<file path="src/design/c_like_token_lexer_unit_assert.svh">
// ----------------------------------------------------------------------------
// c_like_token_lexer_unit_assert
// assertion macros used by the lexer rtl
// ----------------------------------------------------------------------------
`ifndef C_LIKE_TOKEN_LEXER_UNIT_ASSERT_SVH
`define C_LIKE_TOKEN_LEXER_UNIT_ASSERT_SVH

// condition must hold at every clock edge outside reset
`define CLT_ASSERT_ALWAYS(lbl, clk, rst, cond, msg) \
   lbl: assert property (@(posedge clk) disable iff (rst) (cond)) else $error(msg);

// consequent must hold in the cycle after the antecedent
`define CLT_ASSERT_NEXT(lbl, clk, rst, ante, cons, msg) \
   lbl: assert property (@(posedge clk) disable iff (rst) (ante) |=> (cons)) else $error(msg);

`endif

</file>
<file path="src/design/clt_pkg.sv">
// ----------------------------------------------------------------------------
// clt_pkg
// types, constants and token lookup functions of the c-like token lexer
// ----------------------------------------------------------------------------
`default_nettype none

package clt_pkg;

   // width of the bracket depth counter
   localparam int DEPTH_BITS = 8;
   localparam int LEVEL_CALC_BITS = (DEPTH_BITS > 8) ? DEPTH_BITS : 8;

   localparam logic signed [DEPTH_BITS-1:0] DEPTH_MAX = {1'b0, {(DEPTH_BITS-1){1'b1}}};
   localparam logic signed [DEPTH_BITS-1:0] DEPTH_MIN = {1'b1, {(DEPTH_BITS-1){1'b0}}};

   // results per input word and depth of the result queue
   localparam int MAX_RESULTS = 3;
   localparam int RSP_SLOTS   = 2 * MAX_RESULTS;
   localparam int COUNT_BITS  = $clog2(RSP_SLOTS + 1);

   typedef enum logic [2:0] {
      MODE_IDLE,
      MODE_IDENT,
      MODE_OPER,
      MODE_LINE,
      MODE_BLOCK,
      MODE_STAR
   } mode_type;

   typedef enum logic [1:0] {
      KIND_PUNCT,
      KIND_IDENT,
      KIND_OPER,
      KIND_END
   } token_kind_type;

   typedef enum logic [5:0] {
      OP_SHL_ASN, OP_SHR_ASN, OP_SPACESHIP,
      OP_INC, OP_DEC, OP_SHL, OP_SHR, OP_ADD_ASN, OP_SUB_ASN,
      OP_MUL_ASN, OP_DIV_ASN, OP_MOD_ASN, OP_OR_ASN, OP_XOR_ASN, OP_LE,
      OP_GE, OP_NE, OP_EQ, OP_LAND, OP_LOR, OP_ARROW,
      OP_ADD, OP_SUB, OP_MUL, OP_DIV, OP_MOD, OP_OR, OP_AND,
      OP_NOT, OP_XOR, OP_ASN, OP_LNOT, OP_LT, OP_GT
   } op_code_type;

   typedef struct packed {
      logic        hit;
      op_code_type code;
   } op_hit_type;

   typedef struct packed {
      token_kind_type     kind;
      logic [7:0]         char_value;
      logic [5:0]         operator_code;
      logic signed [7:0]  nesting_level;
      logic               ident_last;
      logic               group_end;
   } result_type;

   typedef struct packed {
      mode_type                     mode;
      logic [7:0]                   held0;
      logic [7:0]                   held1;
      logic [1:0]                   held_count;
      logic signed [DEPTH_BITS-1:0] depth;
   } lex_state_type;

   typedef struct packed {
      lex_state_type   st;
      result_type [MAX_RESULTS-1:0] res;
      logic [1:0]      cnt;
   } step_type;

   localparam lex_state_type LEX_RESET = '{
      mode: MODE_IDLE, held0: 8'h00, held1: 8'h00, held_count: 2'd0, depth: '0};

   function automatic logic is_alnum(input logic [7:0] c);
      return (c >= "0" && c <= "9") || (c >= "a" && c <= "z") || (c >= "A" && c <= "Z");
   endfunction

   function automatic logic is_space(input logic [7:0] c);
      return (c == " ") || (c >= 8'd9 && c <= 8'd13);
   endfunction

   function automatic op_hit_type find3(input logic [7:0] a, input logic [7:0] b,
                                        input logic [7:0] c);
      op_hit_type h;
      h = '{hit: 1'b1, code: OP_SHL_ASN};
      case ({a, b, c})
         "<<=":   h.code = OP_SHL_ASN;
         ">>=":   h.code = OP_SHR_ASN;
         "<=>":   h.code = OP_SPACESHIP;
         default: h.hit  = 1'b0;
      endcase
      return h;
   endfunction

   function automatic logic prefix3(input logic [7:0] a, input logic [7:0] b);
      return ({a, b} == "<<") || ({a, b} == ">>") || ({a, b} == "<=");
   endfunction

   function automatic op_hit_type find2(input logic [7:0] a, input logic [7:0] b);
      op_hit_type h;
      h = '{hit: 1'b1, code: OP_INC};
      case ({a, b})
         "++":    h.code = OP_INC;
         "--":    h.code = OP_DEC;
         "<<":    h.code = OP_SHL;
         ">>":    h.code = OP_SHR;
         "+=":    h.code = OP_ADD_ASN;
         "-=":    h.code = OP_SUB_ASN;
         "*=":    h.code = OP_MUL_ASN;
         "/=":    h.code = OP_DIV_ASN;
         "%=":    h.code = OP_MOD_ASN;
         "|=":    h.code = OP_OR_ASN;
         "^=":    h.code = OP_XOR_ASN;
         "<=":    h.code = OP_LE;
         ">=":    h.code = OP_GE;
         "!=":    h.code = OP_NE;
         "==":    h.code = OP_EQ;
         "&&":    h.code = OP_LAND;
         "||":    h.code = OP_LOR;
         "->":    h.code = OP_ARROW;
         default: h.hit  = 1'b0;
      endcase
      return h;
   endfunction

   function automatic logic starts2(input logic [7:0] a);
      return (a == "+") || (a == "-") || (a == "<") || (a == ">") || (a == "*") ||
             (a == "/") || (a == "%") || (a == "|") || (a == "^") || (a == "!") ||
             (a == "=") || (a == "&");
   endfunction

   function automatic op_hit_type find1(input logic [7:0] a);
      op_hit_type h;
      h = '{hit: 1'b1, code: OP_ADD};
      case (a)
         "+":     h.code = OP_ADD;
         "-":     h.code = OP_SUB;
         "*":     h.code = OP_MUL;
         "/":     h.code = OP_DIV;
         "%":     h.code = OP_MOD;
         "|":     h.code = OP_OR;
         "&":     h.code = OP_AND;
         "~":     h.code = OP_NOT;
         "^":     h.code = OP_XOR;
         "=":     h.code = OP_ASN;
         "!":     h.code = OP_LNOT;
         "<":     h.code = OP_LT;
         ">":     h.code = OP_GT;
         default: h.hit  = 1'b0;
      endcase
      return h;
   endfunction

   // reported depth saturates to the signed byte range
   function automatic logic signed [7:0] clamp_level(input logic signed [DEPTH_BITS-1:0] d);
      logic signed [LEVEL_CALC_BITS-1:0] w;
      w = LEVEL_CALC_BITS'(d);
      if (w > LEVEL_CALC_BITS'(127)) begin
         return 8'sd127;
      end else if (w < LEVEL_CALC_BITS'(-128)) begin
         return -8'sd128;
      end
      return 8'(w);
   endfunction

   // append one token, tagged with the running depth
   function automatic step_type put(input step_type s, input token_kind_type k,
                                    input logic [7:0] ch, input logic [5:0] op,
                                    input logic last, input logic grp);
      step_type r;
      r = s;
      if (r.cnt != 2'(MAX_RESULTS)) begin
         r.res[r.cnt] = '{kind: k, char_value: ch, operator_code: op,
                          nesting_level: clamp_level(r.st.depth),
                          ident_last: last, group_end: grp};
         r.cnt = r.cnt + 2'd1;
      end
      return r;
   endfunction

   // a byte seen between tokens
   function automatic step_type from_idle(input step_type s, input logic [7:0] b);
      step_type   r;
      op_hit_type h1;
      r = s;
      h1 = find1(b);
      r.st.mode = MODE_IDLE;
      r.st.held_count = 2'd0;
      if (is_space(b)) begin
         r = r;
      end else if (b == ";" || b == "," || b == ".") begin
         r = put(r, KIND_PUNCT, ";", '0, 1'b0, 1'b1);
      end else if (b == "(" || b == "{" || b == "[") begin
         if (r.st.depth != DEPTH_MAX) begin
            r.st.depth = r.st.depth + DEPTH_BITS'(1);
         end
         r = put(r, KIND_PUNCT, b, '0, 1'b0, 1'b0);
      end else if (b == ")" || b == "}" || b == "]") begin
         r = put(r, KIND_PUNCT, b, '0, 1'b0, 1'b0);
         if (r.st.depth != DEPTH_MIN) begin
            r.st.depth = r.st.depth - DEPTH_BITS'(1);
         end
      end else if (is_alnum(b)) begin
         r.st.mode = MODE_IDENT;
         r.st.held0 = b;
      end else if (starts2(b)) begin
         r.st.mode = MODE_OPER;
         r.st.held0 = b;
         r.st.held_count = 2'd1;
      end else if (h1.hit) begin
         r = put(r, KIND_OPER, 8'h00, h1.code, 1'b0, 1'b0);
      end
      return r;
   endfunction

   // full effect of one input word: next state and up to three tokens
   function automatic step_type lex_step(input lex_state_type cur, input logic [7:0] b,
                                         input logic fin);
      step_type   s;
      op_hit_type h3;
      op_hit_type h2;
      op_hit_type hp;
      op_hit_type h1;
      logic [7:0] c0;
      logic [7:0] c1;
      s.st  = cur;
      s.res = '0;
      s.cnt = 2'd0;
      c0 = cur.held0;
      c1 = cur.held1;
      h3 = find3(c0, c1, b);
      h2 = find2(c0, b);
      hp = find2(c0, c1);
      h1 = find1(c0);
      case (cur.mode)
         MODE_IDENT: begin
            if (is_alnum(b) || b == "_") begin
               s = put(s, KIND_IDENT, c0, '0, 1'b0, 1'b0);
               s.st.held0 = b;
            end else begin
               s = put(s, KIND_IDENT, c0, '0, 1'b1, 1'b0);
               s = from_idle(s, b);
            end
         end
         MODE_OPER: begin
            if (cur.held_count == 2'd2) begin
               if (h3.hit) begin
                  s = put(s, KIND_OPER, 8'h00, h3.code, 1'b0, 1'b0);
                  s.st.mode = MODE_IDLE;
                  s.st.held_count = 2'd0;
               end else begin
                  s = put(s, KIND_OPER, 8'h00, hp.code, 1'b0, 1'b0);
                  s = from_idle(s, b);
               end
            end else if (c0 == "/" && b == "/") begin
               s.st.mode = MODE_LINE;
               s.st.held_count = 2'd0;
            end else if (c0 == "/" && b == "*") begin
               s.st.mode = MODE_BLOCK;
               s.st.held_count = 2'd0;
            end else if (prefix3(c0, b)) begin
               s.st.held1 = b;
               s.st.held_count = 2'd2;
            end else if (h2.hit) begin
               s = put(s, KIND_OPER, 8'h00, h2.code, 1'b0, 1'b0);
               s.st.mode = MODE_IDLE;
               s.st.held_count = 2'd0;
            end else begin
               s = put(s, KIND_OPER, 8'h00, h1.code, 1'b0, 1'b0);
               s = from_idle(s, b);
            end
         end
         MODE_LINE: begin
            if (b == "\n") begin
               s.st.mode = MODE_IDLE;
            end
         end
         MODE_BLOCK: begin
            if (b == "*") begin
               s.st.mode = MODE_STAR;
            end
         end
         MODE_STAR: begin
            if (b == "/") begin
               s.st.mode = MODE_IDLE;
            end else if (b != "*") begin
               s.st.mode = MODE_BLOCK;
            end
         end
         default: begin
            s = from_idle(s, b);
         end
      endcase

      // flush whatever is pending, then the end marker
      if (fin) begin
         if (s.st.mode == MODE_IDENT) begin
            s = put(s, KIND_IDENT, s.st.held0, '0, 1'b1, 1'b0);
         end else if (s.st.mode == MODE_OPER) begin
            if (s.st.held_count == 2'd2) begin
               hp = find2(s.st.held0, s.st.held1);
               s = put(s, KIND_OPER, 8'h00, hp.code, 1'b0, 1'b0);
            end else begin
               h1 = find1(s.st.held0);
               s = put(s, KIND_OPER, 8'h00, h1.code, 1'b0, 1'b0);
            end
         end
         s = put(s, KIND_END, 8'h00, '0, 1'b0, 1'b0);
         s.st = LEX_RESET;
      end
      return s;
   endfunction

endpackage

`default_nettype wire

</file>
<file path="src/design/clt_channels.sv">
// ----------------------------------------------------------------------------
// clt_channels
// valid/ready channels of the lexer: source text in, tokens out
// ----------------------------------------------------------------------------
`default_nettype none

interface clt_req_if;
   logic       valid;
   logic       ready;
   logic [7:0] text_byte;
   logic       end_of_text;

   modport source (output valid, output text_byte, output end_of_text, input ready);
   modport sink   (input valid, input text_byte, input end_of_text, output ready);
endinterface

interface clt_rsp_if;
   logic              valid;
   logic              ready;
   logic [1:0]        token_kind;
   logic [7:0]        char_value;
   logic [5:0]        operator_code;
   logic signed [7:0] nesting_level;
   logic              ident_last;
   logic              group_end;

   modport source (output valid, output token_kind, output char_value,
                   output operator_code, output nesting_level, output ident_last,
                   output group_end, input ready);
   modport sink   (input valid, input token_kind, input char_value,
                   input operator_code, input nesting_level, input ident_last,
                   input group_end, output ready);
endinterface

`default_nettype wire

</file>
<file path="src/design/c_like_token_lexer_unit.sv">
// ----------------------------------------------------------------------------
// c_like_token_lexer_unit: streaming c-like lexer, one text byte per word
// queue: a word's tokens are registered in a six-entry queue, after any waiting
// throughput: one word per cycle while each word gives at most one token and
//   sink keeps up; otherwise set by the token port, one token per cycle
// reset: synchronous, clears scan state, depth and token queue
// ----------------------------------------------------------------------------
`default_nettype none

`include "c_like_token_lexer_unit_assert.svh"

module c_like_token_lexer_unit (
   input  wire logic  clock,
   input  wire logic  reset,
   clt_req_if.sink    req_ch,
   clt_rsp_if.source  rsp_ch
);

   // scan state: mode, held lookahead bytes, bracket depth
   clt_pkg::lex_state_type state_ff;
   clt_pkg::lex_state_type state_in;

   // token queue, head in slot zero
   clt_pkg::result_type                   slot_ff [clt_pkg::RSP_SLOTS];
   clt_pkg::result_type                   slot_in [clt_pkg::RSP_SLOTS];
   logic [clt_pkg::COUNT_BITS-1:0]        count_ff;
   logic [clt_pkg::COUNT_BITS-1:0]        count_in;

   clt_pkg::step_type                     step;
   logic                                  accept;
   logic                                  pop;
   logic [clt_pkg::COUNT_BITS-1:0]        keep;
   logic [clt_pkg::COUNT_BITS-1:0]        pushed;

   // one-bit flag widened to the count width
   function automatic logic [clt_pkg::COUNT_BITS-1:0] COUNT_BITS_ONE(input logic f);
      return {{(clt_pkg::COUNT_BITS-1){1'b0}}, f};
   endfunction

   // a word may be taken whenever room for a full set of tokens is left,
   // even while the head token waits on the sink
   assign req_ch.ready = (count_ff <= clt_pkg::COUNT_BITS'(clt_pkg::RSP_SLOTS -
                                                          clt_pkg::MAX_RESULTS));
   assign accept = req_ch.valid && req_ch.ready;

   assign rsp_ch.valid = (count_ff != '0);
   assign pop          = rsp_ch.valid && rsp_ch.ready;

   // lexing of the incoming byte, all within this cycle
   assign step = clt_pkg::lex_step(state_ff, req_ch.text_byte, req_ch.end_of_text);

   // next scan state
   always_comb begin
      state_in = state_ff;
      if (accept) begin
         state_in = step.st;
      end
   end

   // queue update: shift on pop, append the new tokens behind what stays
   always_comb begin
      keep   = count_ff - COUNT_BITS_ONE(pop);
      pushed = accept ? clt_pkg::COUNT_BITS'(step.cnt) : '0;
      for (int i = 0; i < clt_pkg::RSP_SLOTS; i++) begin
         if (pop && (i < clt_pkg::RSP_SLOTS - 1)) begin
            slot_in[i] = slot_ff[i + 1];
         end else begin
            slot_in[i] = slot_ff[i];
         end
         if (accept && (i >= int'(keep)) && (i < int'(keep) + int'(step.cnt))) begin
            slot_in[i] = step.res[2'(i - int'(keep))];
         end
      end
      count_in = keep + pushed;
   end

   always_ff @(posedge clock) begin
      if (reset) begin
         state_ff <= clt_pkg::LEX_RESET;
         count_ff <= '0;
      end else begin
         state_ff <= state_in;
         count_ff <= count_in;
      end
   end

   // token payload needs no reset
   always_ff @(posedge clock) begin
      slot_ff <= slot_in;
   end

   // head of the queue drives the token port
   assign rsp_ch.token_kind    = slot_ff[0].kind;
   assign rsp_ch.char_value    = slot_ff[0].char_value;
   assign rsp_ch.operator_code = slot_ff[0].operator_code;
   assign rsp_ch.nesting_level = slot_ff[0].nesting_level;
   assign rsp_ch.ident_last    = slot_ff[0].ident_last;
   assign rsp_ch.group_end     = slot_ff[0].group_end;

   // queue never holds more than its slots
   `CLT_ASSERT_ALWAYS(a_count_bound, clock, reset,
      count_ff <= clt_pkg::COUNT_BITS'(clt_pkg::RSP_SLOTS), "token queue overflow")

   // a second held operator byte only exists inside an operator
   `CLT_ASSERT_ALWAYS(a_held_pair_mode, clock, reset,
      (state_ff.held_count != 2'd2) || (state_ff.mode == clt_pkg::MODE_OPER),
      "held operator pair outside operator mode")

   // end of text returns scanner and depth to their reset values
   `CLT_ASSERT_NEXT(a_end_clears, clock, reset, accept && req_ch.end_of_text,
      (state_ff.mode == clt_pkg::MODE_IDLE) && (state_ff.depth == '0) &&
      (state_ff.held_count == 2'd0), "state not cleared after end of text")

   // end of text always leaves at least the end marker queued
   `CLT_ASSERT_NEXT(a_end_marker_queued, clock, reset, accept && req_ch.end_of_text,
      count_ff != '0, "end marker missing from token queue")

endmodule

`default_nettype wire

</file>
<file path="src/flat_wrapper.sv">
// flat-port wrapper written by rule: the top's interface ports become plain ports
module c_like_token_lexer_unit_flat 
  (clock, reset, req_ch_valid, req_ch_text_byte, req_ch_end_of_text, req_ch_ready, rsp_ch_valid, rsp_ch_token_kind, rsp_ch_char_value, rsp_ch_operator_code, rsp_ch_nesting_level, rsp_ch_ident_last, rsp_ch_group_end, rsp_ch_ready);
  clt_req_if req_ch_i ();
  clt_rsp_if rsp_ch_i ();
  input  wire logic clock;
  input  wire logic reset;
  input wire logic [$bits(req_ch_i.valid)-1:0] req_ch_valid;
  input wire logic [$bits(req_ch_i.text_byte)-1:0] req_ch_text_byte;
  input wire logic [$bits(req_ch_i.end_of_text)-1:0] req_ch_end_of_text;
  output wire logic [$bits(req_ch_i.ready)-1:0] req_ch_ready;
  output wire logic [$bits(rsp_ch_i.valid)-1:0] rsp_ch_valid;
  output wire logic [$bits(rsp_ch_i.token_kind)-1:0] rsp_ch_token_kind;
  output wire logic [$bits(rsp_ch_i.char_value)-1:0] rsp_ch_char_value;
  output wire logic [$bits(rsp_ch_i.operator_code)-1:0] rsp_ch_operator_code;
  output wire logic [$bits(rsp_ch_i.nesting_level)-1:0] rsp_ch_nesting_level;
  output wire logic [$bits(rsp_ch_i.ident_last)-1:0] rsp_ch_ident_last;
  output wire logic [$bits(rsp_ch_i.group_end)-1:0] rsp_ch_group_end;
  input wire logic [$bits(rsp_ch_i.ready)-1:0] rsp_ch_ready;
  assign req_ch_i.valid = req_ch_valid;
  assign req_ch_i.text_byte = req_ch_text_byte;
  assign req_ch_i.end_of_text = req_ch_end_of_text;
  assign req_ch_ready = req_ch_i.ready;
  assign rsp_ch_valid = rsp_ch_i.valid;
  assign rsp_ch_token_kind = rsp_ch_i.token_kind;
  assign rsp_ch_char_value = rsp_ch_i.char_value;
  assign rsp_ch_operator_code = rsp_ch_i.operator_code;
  assign rsp_ch_nesting_level = rsp_ch_i.nesting_level;
  assign rsp_ch_ident_last = rsp_ch_i.ident_last;
  assign rsp_ch_group_end = rsp_ch_i.group_end;
  assign rsp_ch_i.ready = rsp_ch_ready;
  c_like_token_lexer_unit u_core (.clock(clock), .reset(reset), .req_ch(req_ch_i), .rsp_ch(rsp_ch_i));
endmodule
</file>
<file path="config.mk">
export PLATFORM = sky130hd
export DESIGN_NAME = c_like_token_lexer_unit_flat
export DESIGN_NICKNAME = d
export VERILOG_FILES = /design/src/design/clt_pkg.sv /design/src/design/clt_channels.sv /design/src/design/c_like_token_lexer_unit.sv /design/src/flat_wrapper.sv
export VERILOG_INCLUDE_DIRS = /design/src /design/src/design
export SDC_FILE = /design/constraint.sdc
export NUM_CORES = 1
export LEC_CHECK = 0
export BUFFER_PORTS_ARGS = -buffer_cell sky130_fd_sc_hd__buf_2
export CAP_MARGIN = 20
export CORE_MARGIN = 5
export CORE_UTILIZATION = 40
export DETAILED_ROUTE_END_ITERATION = 6
export MAX_ROUTING_LAYER = met4
export PLACE_DENSITY = 0.54
export SETUP_SLACK_MARGIN = 0.1
export SYNTH_ARGS = -nofsm -noshare
export SYNTH_HDL_FRONTEND = slang
export SYNTH_SLANG_ARGS = --single-unit
</file>
<file path="constraint.sdc">
create_clock -name clock -period 8.1 [get_ports clock]
set_input_delay 1.62 -clock clock [delete_from_list [all_inputs] [get_ports clock]]
set_output_delay 1.62 -clock clock [all_outputs]
set_load 0.02 [all_outputs]
</file>
==> flow_metrics.py <==
metrics = {
    "sta": {
        "fin_crit_sh": 0.8283,
        "fin_skew_ns": 0.01156,
        "relSlewSlack": 0.2953,
        "final-setup-viol-count": 0,
        "rsz0062_at_grt": "no",
        "fmax_mhz": 149.0,
        "worstMarginPinSlew_ns": 1.056,
        "finalSetupTns_ns": 0,
        "min_period_ns": 6.709,
        "slew_violations": 0,
        "hold_viol": 0,
    },
    "global_route": {
        "antenna_found_initial": 0,
        "grt_max_degree": 64,
        "first_global_vias": 11608,
        "track_usage": 0.2434,
        "grt_first_pass_wirelength_um": 70290,
        "grt.overflow.total": 0,
    },
    "synth": {
        "ys_async_sr_fraction": 0,
        "synthTopCellsByArea": "edfxtp_1 35%, nand2_1 5.8%, o21ai_0 5.3%",
        "synth_area_per_cell_sq_um": 8.631,
        "synthTopCellsByCount": "209 x nand2_1, 156 x edfxtp_1, 143 x o21ai_0, 139 x nor2_1, 98 x clkbuf_1",
        "ys_types": 89,
        "yosys_warnings": 0,
        "yosysTopAreaCell": "edfxtp_1",
        "ys.flop_type": "edfxtp_1",
        "yosysTopAreaCellShare": 0.3484,
        "synth_cells": 1558,
        "synth-seq-cells": 188,
        "syn-cell-area_sq_um": 13450,
        "synth_fp_nets": 1583,
        "yosysSeqAreaShare": 0.3960,
        "synth_edf_count": 156,
        "yosysMostFrequentCell": "nand2_1",
    },
    "cells_and_area": {
        "syn2layout_area_growth_pct": 7.900,
        "final_area_sq_um": 14510,
        "stdcell_count": 1986,
        "finalCoreUtilization": 0.4349,
        "nNetsFinal": 1550,
        "drive_above_1_share": 0.1242,
        "diodes": 0,
        "num-fill-cells": 3352,
    },
    "clock_tree": {
        "clock_path_buffers": 2,
        "numCtsBuffers": 17,
        "cts_root_buf": "clkbuf_16",
        "insertion_delay_ns": 0.44,
        "cts_resized": 0,
        "numClockSinks": 188,
        "post_cts_buffers": 0,
        "clkTransAtPathRegs_ns": 0.08,
        "cts_hold_buf": 0,
        "tritoncts": "done",
        "htree_levels": 4,
    },
    "placement": {
        "dpl.hpwl_um": 34700,
        "post_dp_cell_area_sq_um": 13930,
        "port_buffers": 40,
        "numPlacedInstances": 1953,
        "gp_congestion": 0.9988,
    },
    "route": {
        "ant_nets": 0,
        "drt_iter0_drc": 1293,
        "via_per_inst": 6.211,
        "totalWireLength_um": 45700,
        "route.detailed.drc": 0,
        "drtPass1Iterations": 6,
        "avgRoutedWirePerCell_um": 23.01,
        "vias": 12335,
    },
    "setup_path": {
        "path_cells": "buf_2 > or2_2 > or4_1 > and3_1 > o21ai_0 > a21oi_1 > o31ai_1 > a21oi_1 > and3_1 > o31ai_1 > and2_1 > inv_1 > ha_1 > a21oi_1 > nor3b_1 > a21oi_1 > o21ai_2 > buf_4 > nand2_1 > buf_4",
        "required_ns": 8.27,
        "cp_slowest_stage_delay_ns": 0.47,
        "path_common_cell": "a21oi_1",
        "cp.arrival_ns": 6.88,
        "cp_slowest_cell": "o31ai_1",
        "cp_top_family": "simple AND/OR/NAND/NOR gates",
        "critPathBufInv": 4,
        "crit_fanout": 28,
        "path_class": "input port to flip-flop",
        "start_kind": "input port",
        "cp-end-kind": "flip-flop",
    },
    "floorplanning": {
        "die_x_um": 193.4,
        "initial_core_util": 0.4030,
        "io_pins": 41,
        "core_sq_um": 33360,
        "rows": 67,
        "die_y_um": 193.4,
        "die_area_sq_um": 37380,
    },
    "status": {
        "outcome": "finished clean",
    },
    "run": {
        "max-cap-violations": 0,
    },
    "hold_path": {
        "hold_class": "flip-flop to flip-flop",
    },
    "power": {
        "p_per_area_nw_per_um2": 308.6,
        "p_leak_nw": 5.094,
        "peakVddDrop_v": 0.0002411,
    },
}
## final timing paths
kind | start | endpoint | slack [ns] | cells after the start
worst max-delay path | req_ch_text_byte[0] | u_core.slot_ff[94] | 1.39 | 20
worst min-delay path | u_core.state_ff[17] | u_core.state_ff[17] | 0.51 | 1
worst max register to register | u_core.state_ff[21] | u_core.slot_ff[94] | 1.70 | 20
worst min register to register | u_core.state_ff[17] | u_core.state_ff[17] | 0.51 | 1
## logic make-up (layout without fill, tap and decap cells)
group	after synthesis	count (layout)	share of synthesized area
flops	188	188	0.3960
xor+xnor	16	16	0.01042
simple gates	601	601	0.2209
mux	62	62	0.04987
buf+inv	167	147	0.05462
fa+ha+maj	12	12	0.01228
compound gates	512	512	0.2559
## layout make-up
type	count	area, sq um	area share
Tap cell	448	560.5	0.03863
Clock inverter	15	145.1	0.01000
Timing Repair Buffer	87	550.5	0.03794
Multi-Input combinational cell	1203	7397	0.5098
Sequential cell	188	5325	0.3670
Clock buffer	17	425.4	0.02932
Inverter	28	105.1	0.007244
## per-stage QoR
stage	total power, mW	hold slack, ns	worst slack (ns)
global route	4.764	0.5382	0.9682
finish	4.478	0.5134	1.391
CTS	4.507	0.5122	1.480
floorplan	3.190	0.4689	0.8729
global placement	3.637	0.4869	1.136
detailed placement	3.674	0.5010	1.034
## state kept, by name, indices dropped and copies added, names as in the netlist
signal                       cells
u_core.state_ff                 29
u_core.rsp_ch.group_end          1
u_core.rsp_ch.nesting_level      8
u_core.count_ff                  3
u_core.rsp_ch.operator_code      6
u_core.slot_ff                 130
u_core.rsp_ch.char_value         8
u_core.rsp_ch.token_kind         2
u_core.rsp_ch.ident_last         1
## power breakdown
part | switching [mW] | leakage [nW] | total (mW) | internal, mW
Sequential | 0.0979 | 1.74 | 1.79 | 1.69
Combinational | 1.25 | 3.07 | 1.86 | 0.608
Clock | 0.419 | 0.282 | 0.829 | 0.410
Total | 1.77 | 5.09 | 4.48 | 2.71
## layer usage
layer / global-route usage / vias to the layer above / part of all wire
met5: - / - / 0
met4: 0.09546 / 0 / 0.038
met3: 0.02696 / 101 / 0.059
met2: 0.3796 / 510 / 0.46
met1: 0.3272 / 5905 / 0.45
li1: - / 5819 / -
## placed cells by master (no fill, tap or decap), drive strengths merged, types with 11 or more instances in the layout
master and n:
a31oi 22, a22o 23, or2 11, o21ai 145, a21oi 85, o211ai 19
mux2i 22, nor4 13, nand4 13, o22ai 18, dfxtp 32, nand2 209
o31ai 26, inv 35, nand3 32, nor3 46, buf 86, nand2b 18
and3 17, mux2 40, and2 25, a21o 12, or3 11, clkbuf 18
a22oi 41, nor2b 13, nor2 139, edfxtp 156
No activity file was read; power rests on OpenSTA's default activity.
